File: config.mk
export PLATFORM = sky130hd
export DESIGN_NAME = shortest_remaining_time_scheduler
export DESIGN_NICKNAME = d
export VERILOG_FILES = /design/src/sv/srt_pkg.sv /design/src/sv/shortest_remaining_time_scheduler.sv /design/src/sv/srt_cell.sv /design/src/sv/srt_chain.sv
export SDC_FILE = /design/constraint.sdc
export NUM_CORES = 2
export LEC_CHECK = 0
export BUFFER_PORTS_ARGS = -buffer_cell sky130_fd_sc_hd__buf_4
export CORE_ASPECT_RATIO = 0.9
export CORE_MARGIN = 5
export CORE_UTILIZATION = 45
export CTS_CLUSTER_SIZE = 8
export DETAILED_ROUTE_END_ITERATION = 8
export GPL_TIMING_DRIVEN = 0
export PLACE_DENSITY = 0.69
export SYNTH_ARGS = -nofsm -noshare
export SYNTH_HDL_FRONTEND = slang
export SYNTH_HIERARCHICAL = 1
export SYNTH_SLANG_ARGS = --single-unit
File: constraint.sdc
create_clock -name clock -period 7.6 [get_ports clock]
set_input_delay 0.38 -clock clock [delete_from_list [all_inputs] [get_ports clock]]
set_output_delay 0.38 -clock clock [all_outputs]
set_load 0.02 [all_outputs]
File: src/sv/srt_pkg.sv
// shared constants, types and control bundles for the shortest-remaining-time scheduler
`default_nettype none
package srt_pkg;

   localparam int NUM_SLOTS  = 16;
   localparam int TIME_BITS  = 16;
   localparam int SLOT_BITS  = $clog2(NUM_SLOTS);
   localparam int WORK_BITS  = 16;
   localparam int FIELD_BITS = 16;
   localparam int WIDE_BITS  = (TIME_BITS > FIELD_BITS) ? TIME_BITS : FIELD_BITS;
   localparam int COUNT_BITS = 5;
   localparam int SUM_BITS   = 32;
   localparam int CMP_BITS   = 8;

   localparam logic OP_LOAD = 1'b0;
   localparam logic OP_TICK = 1'b1;

   // best candidate travelling down the row of cells
   typedef struct packed {
      logic                 found;
      logic [SLOT_BITS-1:0] idx;
      logic [WORK_BITS-1:0] rem;
      logic [TIME_BITS-1:0] arrival;
      logic [WORK_BITS-1:0] burst;
   } token_type;

   // broadcast from the controller to every cell
   typedef struct packed {
      logic                  load;
      logic [3:0]            load_slot;
      logic [TIME_BITS-1:0]  load_arrival;
      logic [WORK_BITS-1:0]  load_burst;
      logic                  dec;
      logic [SLOT_BITS-1:0]  dec_idx;
      logic [TIME_BITS-1:0]  now;
      logic [COUNT_BITS-1:0] proc_count;
   } cell_ctl_type;

endpackage
`default_nettype wire

File: src/sv/shortest_remaining_time_scheduler.sv
// top level: item handshake, tick sequencing, time keeping, totals and result register
// A load item writes its slot at the accepting edge, and its result goes to the output
// register at once. A tick item sends the search token down the row of slot cells one
// cell per cycle; then the calc state forms the finish, turnaround and waiting times,
// and the emit state updates the chosen slot, the clock and the totals while the
// result is registered. A new item is taken only when the block is idle and the result
// register is free or being emptied. The output register holds a finished result while
// the next item is accepted.
`default_nettype none
module shortest_remaining_time_scheduler (
   input  wire logic                             clock,
   input  wire logic                             reset,
   input  wire logic                             csr_write,
   input  wire logic [srt_pkg::COUNT_BITS-1:0]   csr_wdata,
   input  wire logic                             req_valid,
   output logic                                  req_stall,
   input  wire logic                             req_op,
   input  wire logic [3:0]                       req_slot,
   input  wire logic [srt_pkg::FIELD_BITS-1:0]   req_arrival,
   input  wire logic [srt_pkg::FIELD_BITS-1:0]   req_burst,
   output logic                                  rsp_valid,
   input  wire logic                             rsp_stall,
   output logic [3:0]                            rsp_chosen_slot,
   output logic                                  rsp_idle,
   output logic                                  rsp_finished,
   output logic [srt_pkg::FIELD_BITS-1:0]        rsp_finish_time,
   output logic [srt_pkg::FIELD_BITS-1:0]        rsp_waiting,
   output logic [srt_pkg::FIELD_BITS-1:0]        rsp_turnaround,
   output logic [srt_pkg::COUNT_BITS-1:0]        rsp_done_count,
   output logic                                  rsp_all_done,
   output logic [srt_pkg::SUM_BITS-1:0]          rsp_total_waiting,
   output logic [srt_pkg::SUM_BITS-1:0]          rsp_total_turnaround
);

   typedef enum logic [3:0] {
      ST_IDLE   = 4'b0001,
      ST_SEARCH = 4'b0010,
      ST_CALC   = 4'b0100,
      ST_EMIT   = 4'b1000
   } state_type;

   state_type                       state_ff, state_in;
   logic [srt_pkg::COUNT_BITS-1:0]  pc_ff;
   logic [srt_pkg::TIME_BITS-1:0]   now_ff, now_in, now_inc;
   logic [srt_pkg::COUNT_BITS-1:0]  done_ff, done_in;
   logic [srt_pkg::SUM_BITS-1:0]    tw_ff, tw_in;
   logic [srt_pkg::SUM_BITS-1:0]    tt_ff, tt_in;

   logic                            found_ff;
   logic [srt_pkg::SLOT_BITS-1:0]   chosen_ff;
   logic                            fin_ff;
   logic [srt_pkg::WIDE_BITS-1:0]   ftime_ff, turn_ff, wait_ff;
   logic [srt_pkg::WIDE_BITS-1:0]   ftime_w, arr_w, burst_w, turn_w, wait_w;

   logic                            rsp_valid_ff;
   logic [3:0]                      chosen_out_ff;
   logic                            idle_out_ff, fin_out_ff, all_done_ff;
   logic [srt_pkg::FIELD_BITS-1:0]  ftime_out_ff, wait_out_ff, turn_out_ff;
   logic [srt_pkg::COUNT_BITS-1:0]  done_out_ff;
   logic [srt_pkg::SUM_BITS-1:0]    tw_out_ff, tt_out_ff;

   logic                            accept, accept_load, accept_tick;
   logic                            out_free, emit;
   logic [srt_pkg::SUM_BITS:0]      tw_sum, tt_sum;
   srt_pkg::cell_ctl_type           ctl;
   srt_pkg::token_type              best;
   logic                            chain_done;

   assign out_free    = !rsp_valid_ff || !rsp_stall;
   assign req_stall   = (state_ff != ST_IDLE) || !out_free;
   assign accept      = req_valid && !req_stall;
   assign accept_load = accept && (req_op == srt_pkg::OP_LOAD);
   assign accept_tick = accept && (req_op == srt_pkg::OP_TICK);
   assign emit        = (state_ff == ST_EMIT) && out_free;

   assign now_inc = (now_ff == '1) ? now_ff : now_ff + srt_pkg::TIME_BITS'(1);

   always_comb begin
      ctl              = '0;
      ctl.load         = accept_load;
      ctl.load_slot    = req_slot;
      ctl.load_arrival = srt_pkg::TIME_BITS'(req_arrival);
      ctl.load_burst   = srt_pkg::WORK_BITS'(req_burst);
      ctl.dec          = emit && found_ff;
      ctl.dec_idx      = chosen_ff;
      ctl.now          = now_ff;
      ctl.proc_count   = pc_ff;
   end

   srt_chain u_chain (
      .clock (clock),
      .reset (reset),
      .ctl   (ctl),
      .start (accept_tick),
      .best  (best),
      .done  (chain_done)
   );

   // finish-time arithmetic on the winner, clamped at zero
   assign ftime_w = srt_pkg::WIDE_BITS'(now_inc);
   assign arr_w   = srt_pkg::WIDE_BITS'(best.arrival);
   assign burst_w = srt_pkg::WIDE_BITS'(best.burst);
   assign turn_w  = (ftime_w > arr_w) ? ftime_w - arr_w : '0;
   assign wait_w  = (turn_w > burst_w) ? turn_w - burst_w : '0;

   always_ff @(posedge clock) begin
      if (state_ff == ST_CALC) begin
         found_ff  <= best.found;
         chosen_ff <= best.found ? best.idx : '0;
         fin_ff    <= best.found && (best.rem == srt_pkg::WORK_BITS'(1));
         ftime_ff  <= ftime_w;
         turn_ff   <= turn_w;
         wait_ff   <= wait_w;
      end
   end

   assign tw_sum = {1'b0, tw_ff} + {1'b0, srt_pkg::SUM_BITS'(wait_ff)};
   assign tt_sum = {1'b0, tt_ff} + {1'b0, srt_pkg::SUM_BITS'(turn_ff)};

   always_comb begin
      state_in = state_ff;
      now_in   = now_ff;
      done_in  = done_ff;
      tw_in    = tw_ff;
      tt_in    = tt_ff;
      case (state_ff)
         ST_IDLE: begin
            if (accept_tick) begin
               state_in = ST_SEARCH;
            end
         end
         ST_SEARCH: begin
            if (chain_done) begin
               state_in = ST_CALC;
            end
         end
         ST_CALC: begin
            state_in = ST_EMIT;
         end
         ST_EMIT: begin
            if (out_free) begin
               state_in = ST_IDLE;
               now_in   = now_inc;
               if (fin_ff) begin
                  if (done_ff != '1) begin
                     done_in = done_ff + srt_pkg::COUNT_BITS'(1);
                  end
                  tw_in = tw_sum[srt_pkg::SUM_BITS] ? '1 : tw_sum[srt_pkg::SUM_BITS-1:0];
                  tt_in = tt_sum[srt_pkg::SUM_BITS] ? '1 : tt_sum[srt_pkg::SUM_BITS-1:0];
               end
            end
         end
         default: begin
            state_in = ST_IDLE;
         end
      endcase
   end

   always_ff @(posedge clock) begin
      if (reset) begin
         state_ff     <= ST_IDLE;
         pc_ff        <= srt_pkg::COUNT_BITS'(1);
         now_ff       <= '0;
         done_ff      <= '0;
         tw_ff        <= '0;
         tt_ff        <= '0;
         rsp_valid_ff <= 1'b0;
      end else begin
         state_ff <= state_in;
         now_ff   <= now_in;
         done_ff  <= done_in;
         tw_ff    <= tw_in;
         tt_ff    <= tt_in;
         if (csr_write) begin
            pc_ff <= csr_wdata;
         end
         if (accept_load || emit) begin
            rsp_valid_ff <= 1'b1;
         end else if (!rsp_stall) begin
            rsp_valid_ff <= 1'b0;
         end
      end
   end

   // result register: a load shows the current totals, a tick its outcome
   always_ff @(posedge clock) begin
      if (accept_load) begin
         chosen_out_ff <= '0;
         idle_out_ff   <= 1'b0;
         fin_out_ff    <= 1'b0;
         ftime_out_ff  <= '0;
         wait_out_ff   <= '0;
         turn_out_ff   <= '0;
         done_out_ff   <= done_ff;
         all_done_ff   <= (done_ff == pc_ff);
         tw_out_ff     <= tw_ff;
         tt_out_ff     <= tt_ff;
      end else if (emit) begin
         chosen_out_ff <= 4'(chosen_ff);
         idle_out_ff   <= !found_ff;
         fin_out_ff    <= fin_ff;
         ftime_out_ff  <= fin_ff ? srt_pkg::FIELD_BITS'(ftime_ff) : '0;
         wait_out_ff   <= fin_ff ? srt_pkg::FIELD_BITS'(wait_ff) : '0;
         turn_out_ff   <= fin_ff ? srt_pkg::FIELD_BITS'(turn_ff) : '0;
         done_out_ff   <= done_in;
         all_done_ff   <= (done_in == pc_ff);
         tw_out_ff     <= tw_in;
         tt_out_ff     <= tt_in;
      end
   end

   assign rsp_valid            = rsp_valid_ff;
   assign rsp_chosen_slot      = chosen_out_ff;
   assign rsp_idle             = idle_out_ff;
   assign rsp_finished         = fin_out_ff;
   assign rsp_finish_time      = ftime_out_ff;
   assign rsp_waiting          = wait_out_ff;
   assign rsp_turnaround       = turn_out_ff;
   assign rsp_done_count       = done_out_ff;
   assign rsp_all_done         = all_done_ff;
   assign rsp_total_waiting    = tw_out_ff;
   assign rsp_total_turnaround = tt_out_ff;

   // the search token only ever comes out while a tick is searching
   a_done_in_search: assert property (@(posedge clock) disable iff (reset)
      chain_done |-> (state_ff == ST_SEARCH))
      else $error("search token left the row outside a search");

   // an accepted tick starts a search on the next cycle
   a_tick_searches: assert property (@(posedge clock) disable iff (reset)
      accept_tick |=> (state_ff == ST_SEARCH))
      else $error("tick item did not start a search");

   // the done count never goes down
   a_done_monotonic: assert property (@(posedge clock) disable iff (reset)
      !$past(reset) |-> (done_ff >= $past(done_ff)))
      else $error("done count decreased");

   // an idle tick cannot finish a slot
   a_idle_not_finished: assert property (@(posedge clock) disable iff (reset)
      rsp_valid |-> !(rsp_idle && rsp_finished))
      else $error("result is both idle and finished");

   // time only moves when a tick result is registered
   a_time_on_emit: assert property (@(posedge clock) disable iff (reset)
      (!$past(reset) && !$past(emit)) |-> $stable(now_ff))
      else $error("time advanced without a tick result");

endmodule
`default_nettype wire

File: src/sv/srt_cell.sv
// one process slot: holds its times and passes the best candidate on to the next cell
`default_nettype none
module srt_cell (
   input  wire logic                         clock,
   input  wire logic                         reset,
   input  wire logic [srt_pkg::SLOT_BITS-1:0] cell_idx,
   input  wire srt_pkg::cell_ctl_type        ctl,
   input  wire srt_pkg::token_type           tok_in,
   input  wire logic                         tok_in_valid,
   output srt_pkg::token_type                tok_out,
   output logic                              tok_out_valid
);

   logic [srt_pkg::TIME_BITS-1:0] arrival_ff;
   logic [srt_pkg::WORK_BITS-1:0] burst_ff;
   logic [srt_pkg::WORK_BITS-1:0] rem_ff;
   srt_pkg::token_type            tok_ff;
   srt_pkg::token_type            tok_in_mux;
   logic                          valid_ff;
   logic                          in_range;
   logic                          eligible;
   logic                          win;
   logic                          load_hit;
   logic                          dec_hit;

   assign in_range = srt_pkg::CMP_BITS'(cell_idx) < srt_pkg::CMP_BITS'(ctl.proc_count);
   assign eligible = in_range && (arrival_ff <= ctl.now) && (rem_ff != '0);
   // strict compare keeps the earlier slot on a tie
   assign win      = eligible && (!tok_in.found || (rem_ff < tok_in.rem));
   assign load_hit = ctl.load &&
                     (srt_pkg::CMP_BITS'(ctl.load_slot) == srt_pkg::CMP_BITS'(cell_idx));
   assign dec_hit  = ctl.dec && (ctl.dec_idx == cell_idx);

   always_comb begin
      tok_in_mux = tok_in;
      if (win) begin
         tok_in_mux.found   = 1'b1;
         tok_in_mux.idx     = cell_idx;
         tok_in_mux.rem     = rem_ff;
         tok_in_mux.arrival = arrival_ff;
         tok_in_mux.burst   = burst_ff;
      end
   end

   always_ff @(posedge clock) begin
      if (load_hit) begin
         arrival_ff <= ctl.load_arrival;
         burst_ff   <= ctl.load_burst;
         rem_ff     <= ctl.load_burst;
      end else if (dec_hit) begin
         rem_ff <= rem_ff - srt_pkg::WORK_BITS'(1);
      end
      if (tok_in_valid) begin
         tok_ff <= tok_in_mux;
      end
   end

   always_ff @(posedge clock) begin
      if (reset) begin
         valid_ff <= 1'b0;
      end else begin
         valid_ff <= tok_in_valid;
      end
   end

   assign tok_out       = tok_ff;
   assign tok_out_valid = valid_ff;

endmodule
`default_nettype wire

File: src/sv/srt_chain.sv
// row of slot cells; a search token enters at slot zero and leaves after the last slot
`default_nettype none
module srt_chain (
   input  wire logic                  clock,
   input  wire logic                  reset,
   input  wire srt_pkg::cell_ctl_type ctl,
   input  wire logic                  start,
   output srt_pkg::token_type         best,
   output logic                       done
);

   srt_pkg::token_type tok [srt_pkg::NUM_SLOTS+1];
   logic               tok_valid [srt_pkg::NUM_SLOTS+1];

   assign tok[0]       = '0;
   assign tok_valid[0] = start;

   for (genvar i = 0; i < srt_pkg::NUM_SLOTS; i++) begin : g_cell
      srt_cell u_cell (
         .clock         (clock),
         .reset         (reset),
         .cell_idx      (srt_pkg::SLOT_BITS'(i)),
         .ctl           (ctl),
         .tok_in        (tok[i]),
         .tok_in_valid  (tok_valid[i]),
         .tok_out       (tok[i+1]),
         .tok_out_valid (tok_valid[i+1])
      );
   end

   assign best = tok[srt_pkg::NUM_SLOTS];
   assign done = tok_valid[srt_pkg::NUM_SLOTS];

endmodule
`default_nettype wire
==> flow_summary.html <==
<table>
<tr><th>Metric</th><th>Value</th></tr>
<tr><th colspan="2">Run status</th></tr>
<tr><td>Outcome</td><td>complete, no violations</td></tr>
<tr><th colspan="2">Placement</th></tr>
<tr><td>Quantity of I/O buffers inserted on ports</td><td>~170</td></tr>
<tr><td>Global placer's final weighted congestion</td><td>approximately 0.89</td></tr>
<tr><td>Dpl hpwl</td><td>between 150 and 200 mm</td></tr>
<tr><th colspan="2">STA</th></tr>
<tr><td>Worst-case headroom to the max-slew limit</td><td>approximately 11%</td></tr>
<tr><td>Count of final hold-check violations</td><td>0</td></tr>
<tr><td>Unrepaired setup endpoints after global routing</td><td>false</td></tr>
<tr><td>Setup Skew</td><td>71.6 ps</td></tr>
<tr><td>Crit share post-route</td><td>a little over nine tenths</td></tr>
<tr><td>Setup Total Neg Slack</td><td>0 ps</td></tr>
<tr><td>Min cycle time layout</td><td>between 7000 and 8000 ps</td></tr>
<tr><td>Highest Clock Rate</td><td>roughly 0.14 GHz</td></tr>
<tr><td>Setup-failing EPs final</td><td>0</td></tr>
<tr><td>Slew at the pin with the worst max-slew slack</td><td>between 1000 and 1500 ps</td></tr>
<tr><td>Count of pins over their slew limit</td><td>0</td></tr>
<tr><th colspan="2">Detailed routing</th></tr>
<tr><td>Total via count after detailed routing</td><td>approximately 59000</td></tr>
<tr><td>Final wirelength</td><td>between 200 and 250 mm</td></tr>
<tr><td>DRC Markers</td><td>0</td></tr>
<tr><td>Number of antenna-violating nets in the routed design</td><td>0</td></tr>
<tr><td>Vias/cell</td><td>between 5 and 6</td></tr>
<tr><td>Number of violations reported at the end of detailed-routing iteration 0</td><td>around 3500</td></tr>
<tr><td>Number of optimization iterations in the first detailed-route pass</td><td>6</td></tr>
<tr><td>Routed len/inst</td><td>about 19 µm</td></tr>
<tr><th colspan="2">Cells and area</th></tr>
<tr><td>Antenna diodes</td><td>0</td></tr>
<tr><td>Post-synthesis to final-layout area growth</td><td>15.3%</td></tr>
<tr><td>Final core utilization</td><td>roughly 52%</td></tr>
<tr><td>Net total in the final layout</td><td>a little under 9000</td></tr>
<tr><td>Layout cells sized above 1</td><td>19.3%</td></tr>
<tr><th colspan="2">Die</th></tr>
<tr><td>Effective utilization at floorplan</td><td>45.2%</td></tr>
<tr><td>Core area</td><td>between 0.2 and 0.25 mm²</td></tr>
<tr><td>Die outline height</td><td>roughly 460 µm</td></tr>
<tr><td>Width of the chip</td><td>between 500 and 600 µm</td></tr>
<tr><td>Die area</td><td>about 0.23 mm²</td></tr>
<tr><td># IOs</td><td>around 170</td></tr>
<tr><td>Floorplan row count</td><td>163</td></tr>
<tr><th colspan="2">Yosys</th></tr>
<tr><td>#FFs+latches synth</td><td>about 1900</td></tr>
<tr><td>Synthesized area per cell</td><td>around 13 µm²</td></tr>
<tr><td>Sequential cell area fraction in the yosys report</td><td>about 56%</td></tr>
<tr><td>Prevailing post-synth register cell</td><td>sky130_fd_sc_hd__edfxtp_1</td></tr>
<tr><td>Number of flops mapped to enable cells by yosys</td><td>1740</td></tr>
<tr><td>Gate count after technology mapping</td><td>about 7400</td></tr>
<tr><td>Warnings, synthesis</td><td>6</td></tr>
<tr><td>Async S/R FF share, synth</td><td>0%</td></tr>
<tr><td>Unique masters post-synth</td><td>95</td></tr>
<tr><td>Cell area after synthesis</td><td>between 0.09 and 0.1 mm²</td></tr>
<tr><th colspan="2">Power and ir drop</th></tr>
<tr><td>Lkg Pwr</td><td>between 40 and 50 nW</td></tr>
<tr><td>Overall power of the completed layout</td><td>25.5 mW</td></tr>
<tr><td>Cell Pwr Density</td><td>between 200 and 250 mW/mm²</td></tr>
<tr><td>Largest voltage drop on the vdd net</td><td>about 0.26 mV</td></tr>
<tr><th colspan="2">Worst setup path</th></tr>
<tr><td>Setup crit start kind</td><td>flop</td></tr>
<tr><td>Cell family with most CP delay</td><td>simple AND/OR/NAND/NOR gates</td></tr>
<tr><td>Total number of cells along the worst setup path</td><td>25</td></tr>
<tr><td>Standard cell with the maximum stage delay on the critical path</td><td>sky130_fd_sc_hd__nor3_1</td></tr>
<tr><td>R2R cell count</td><td>25</td></tr>
<tr><td>Worst setup path class</td><td>flop to flop</td></tr>
<tr><td>Nature of the critical path endpoint</td><td>flop</td></tr>
<tr><td>Crit path buf inv count</td><td>4</td></tr>
<tr><td>Library cell appearing most often on the critical path</td><td>sky130_fd_sc_hd__ha_1</td></tr>
<tr><td>Data arrival time of the worst path</td><td>7760 ps</td></tr>
<tr><td>Maximum fanout count along the critical path</td><td>21</td></tr>
<tr><td>Delay contributed by the slowest stage of the critical path</td><td>between 600 and 700 ps</td></tr>
<tr><td>Critical path data required time</td><td>8220 ps</td></tr>
<tr><th colspan="2">Clock network</th></tr>
<tr><td>Cell at the root of the clock tree</td><td>sky130_fd_sc_hd__clkbuf_16</td></tr>
<tr><td>Clock tree from TritonCTS</td><td>yes</td></tr>
<tr><td>CTS max path bufs</td><td>4</td></tr>
<tr><td>Clock latency of the later-clocked register in the worst-skew pair</td><td>910 ps</td></tr>
<tr><td>Clock-pin slew on the worst setup and hold paths</td><td>roughly 50 ps</td></tr>
<tr><td>Clock sink count</td><td>1905</td></tr>
<tr><td>Number of levels in the clock H-tree</td><td>5</td></tr>
<tr><td>Number of post-CTS setup repair buffers</td><td>0</td></tr>
<tr><td>Total clock buffers created by CTS</td><td>288</td></tr>
<tr><th colspan="2">Min path</th></tr>
<tr><td>Kind of path behind the tightest hold check</td><td>input pin to flop</td></tr>
<tr><td>Depth of the worst hold-timing path</td><td>1</td></tr>
<tr><th colspan="2">Flow run</th></tr>
<tr><td>Number of max-cap violations</td><td>0</td></tr>
<tr><th colspan="2">Global route</th></tr>
<tr><td>Pin count of the biggest net entering global routing</td><td>50</td></tr>
<tr><td>Gr usage total</td><td>a little under a fifth</td></tr>
<tr><td>Global-route wire length before repair</td><td>338 mm</td></tr>
<tr><td>Remaining global-route overflow</td><td>0</td></tr>
<tr><td>Initial antenna violation count</td><td>0</td></tr>
<tr><td>Number of global-route vias before repair</td><td>slightly above 60000</td></tr>
</table>
-- logic make-up (layout without fill, tap and decap cells) --
logic type	Yosys count	in the layout	synth area share [%]
AO/OA/AOI/OAI	1168	1168	7.62
XOR/XNOR	355	355	3.14
adder cells (fa/ha/maj)	630	630	7.99
buffers and inverters	937	1578	4.66
flip-flops	1905	1905	56.1
multiplexers	860	860	12.7
other	2	358	0.00758
AND/OR/NAND/NOR	1508	1508	7.77
-- synthesized netlist by cell type (all sizes together), types with 47 or more instances --
cell type     n  share of area, %
buf         104               1.5
nor2        530               2.0
dfxtp       165               3.3
inv         725               2.7
a21o         65              0.51
edfxtp     1740                53
ha          626               7.9
mux2        832                12
nand4        56              0.35
nand2b       47              0.30
a31oi        63              0.40
nand3        93              0.62
nor3         74              0.37
clkbuf      103              0.39
nand2       335               1.3
a21oi       558               2.8
nor4         61              0.42
xnor2       215               1.9
xor2        140               1.2
a22o         47              0.42
and2         59              0.37
or4          67              0.60
o21ai       142              0.72
-- power breakdown --
group          leakage [nW]  switching (mW)  internal (mW)  total (mW)
registers              17.0           0.214           11.8        12.0
logic                  23.8            1.32           1.04        2.36
clock network          3.79            4.19           7.00        11.2
total                  44.6            5.72           19.8        25.5
-- routing by layer --
layer  vias up  global-route usage (%)  part of all wire [%]
met5         -                       0                     0
met4         0                    7.38                   3.8
met3       467                    2.69                   4.2
met2      1317                    32.0                    49
met1     28500                    23.4                    43
li1      28600                       -                     -
-- state kept, by name (all words and copies together), names as in the netlist, 32 cells and up --
signal / flops
rsp_total_turnaround: 32
rsp_total_waiting: 32
tt_ff: 32
tw_ff: 32
u_chain/g_cell.u_cell/arrival_ff: 256
u_chain/g_cell.u_cell/burst_ff: 256
u_chain/g_cell.u_cell/rem_ff: 256
u_chain/g_cell.u_cell/tok_out: 848
-- repair_timing --
action                                  CTS  global route
pin swaps                                 0             0
gates resized for setup                   9             8
endpoints found under the hold margin   286             0
endpoints found under the setup margin   16            16
hold buffers                             31             0
-- layout make-up --
class | instances | area (µm²)
buffer | 207 | 1880
clock buffer | 381 | 7790
clock inverter | 3 | 22.5
fill | 17900 | 105000
inverter | 730 | 2740
multi-input combinational | 4879 | 40300
sequential | 1905 | 55600
tap | 2887 | 3610
timing repair buffer | 257 | 2260
-- through the flow --
step | setup slack [ps] | std cells | cell area [µm²] | hold WS (ps)
after floorplan | 882 | 7721 | 100000 | 436
after global placement | -1390 | 10800 | 105000 | 445
after detailed placement | -508 | 10800 | 106000 | 447
after CTS | 36.8 | 11200 | 114000 | 1.10
after global routing | 115 | 11200 | 114000 | 33.0
final | 465 | 11200 | 114000 | 66.6
-- worst reg2reg max path: cells and delay by family (launching register included) --
kind / cells / cell delay (ps)
AO/OA/AOI/OAI: 8 / 1480
adder cells (fa/ha/maj): 4 / 1390
AND/OR/NAND/NOR: 8 / 2040
buffers and inverters: 4 / 1080
XOR/XNOR: 1 / 260
flip-flops: 1 / 600
-- final timing paths --
kind                 startpoint                                    end  slack (ps)
setup / recovery      now_ff[0]                             wait_ff[7]         460
hold / removal    req_burst[10]  u_chain/g_cell[0].u_cell/burst_ff[10]          70
setup reg to reg      now_ff[0]                             wait_ff[7]         460
hold reg to reg     ftime_ff[6]                     rsp_finish_time[6]         450
-- placed cells by master (no fill, tap or decap), types with 26 or more instances in the layout --
master and instances:
sky130_fd_sc_hd__a21o_1 54, sky130_fd_sc_hd__a21oi_1 556, sky130_fd_sc_hd__a22o_1 46, sky130_fd_sc_hd__a31oi_1 63, sky130_fd_sc_hd__and2_1 59, sky130_fd_sc_hd__and3_1 36
sky130_fd_sc_hd__and4_1 28, sky130_fd_sc_hd__buf_12 73, sky130_fd_sc_hd__buf_4 206, sky130_fd_sc_hd__buf_6 26, sky130_fd_sc_hd__clkbuf_1 185, sky130_fd_sc_hd__clkbuf_16 299
sky130_fd_sc_hd__conb_1 358, sky130_fd_sc_hd__dfxtp_1 138, sky130_fd_sc_hd__dlygate4sd3_1 31, sky130_fd_sc_hd__edfxtp_1 1740, sky130_fd_sc_hd__ha_1 626, sky130_fd_sc_hd__inv_1 719
sky130_fd_sc_hd__mux2_2 35, sky130_fd_sc_hd__mux2_4 785, sky130_fd_sc_hd__mux2i_1 28, sky130_fd_sc_hd__nand2_1 335, sky130_fd_sc_hd__nand2b_1 47, sky130_fd_sc_hd__nand3_1 81
sky130_fd_sc_hd__nand4_1 56, sky130_fd_sc_hd__nor2_1 529, sky130_fd_sc_hd__nor2b_1 38, sky130_fd_sc_hd__nor3_1 73, sky130_fd_sc_hd__nor4_1 56, sky130_fd_sc_hd__o21ai_0 123
sky130_fd_sc_hd__o22ai_1 31, sky130_fd_sc_hd__or4_1 44, sky130_fd_sc_hd__xnor2_1 215, sky130_fd_sc_hd__xor2_1 140
No activity file was read; power rests on OpenSTA's default activity.
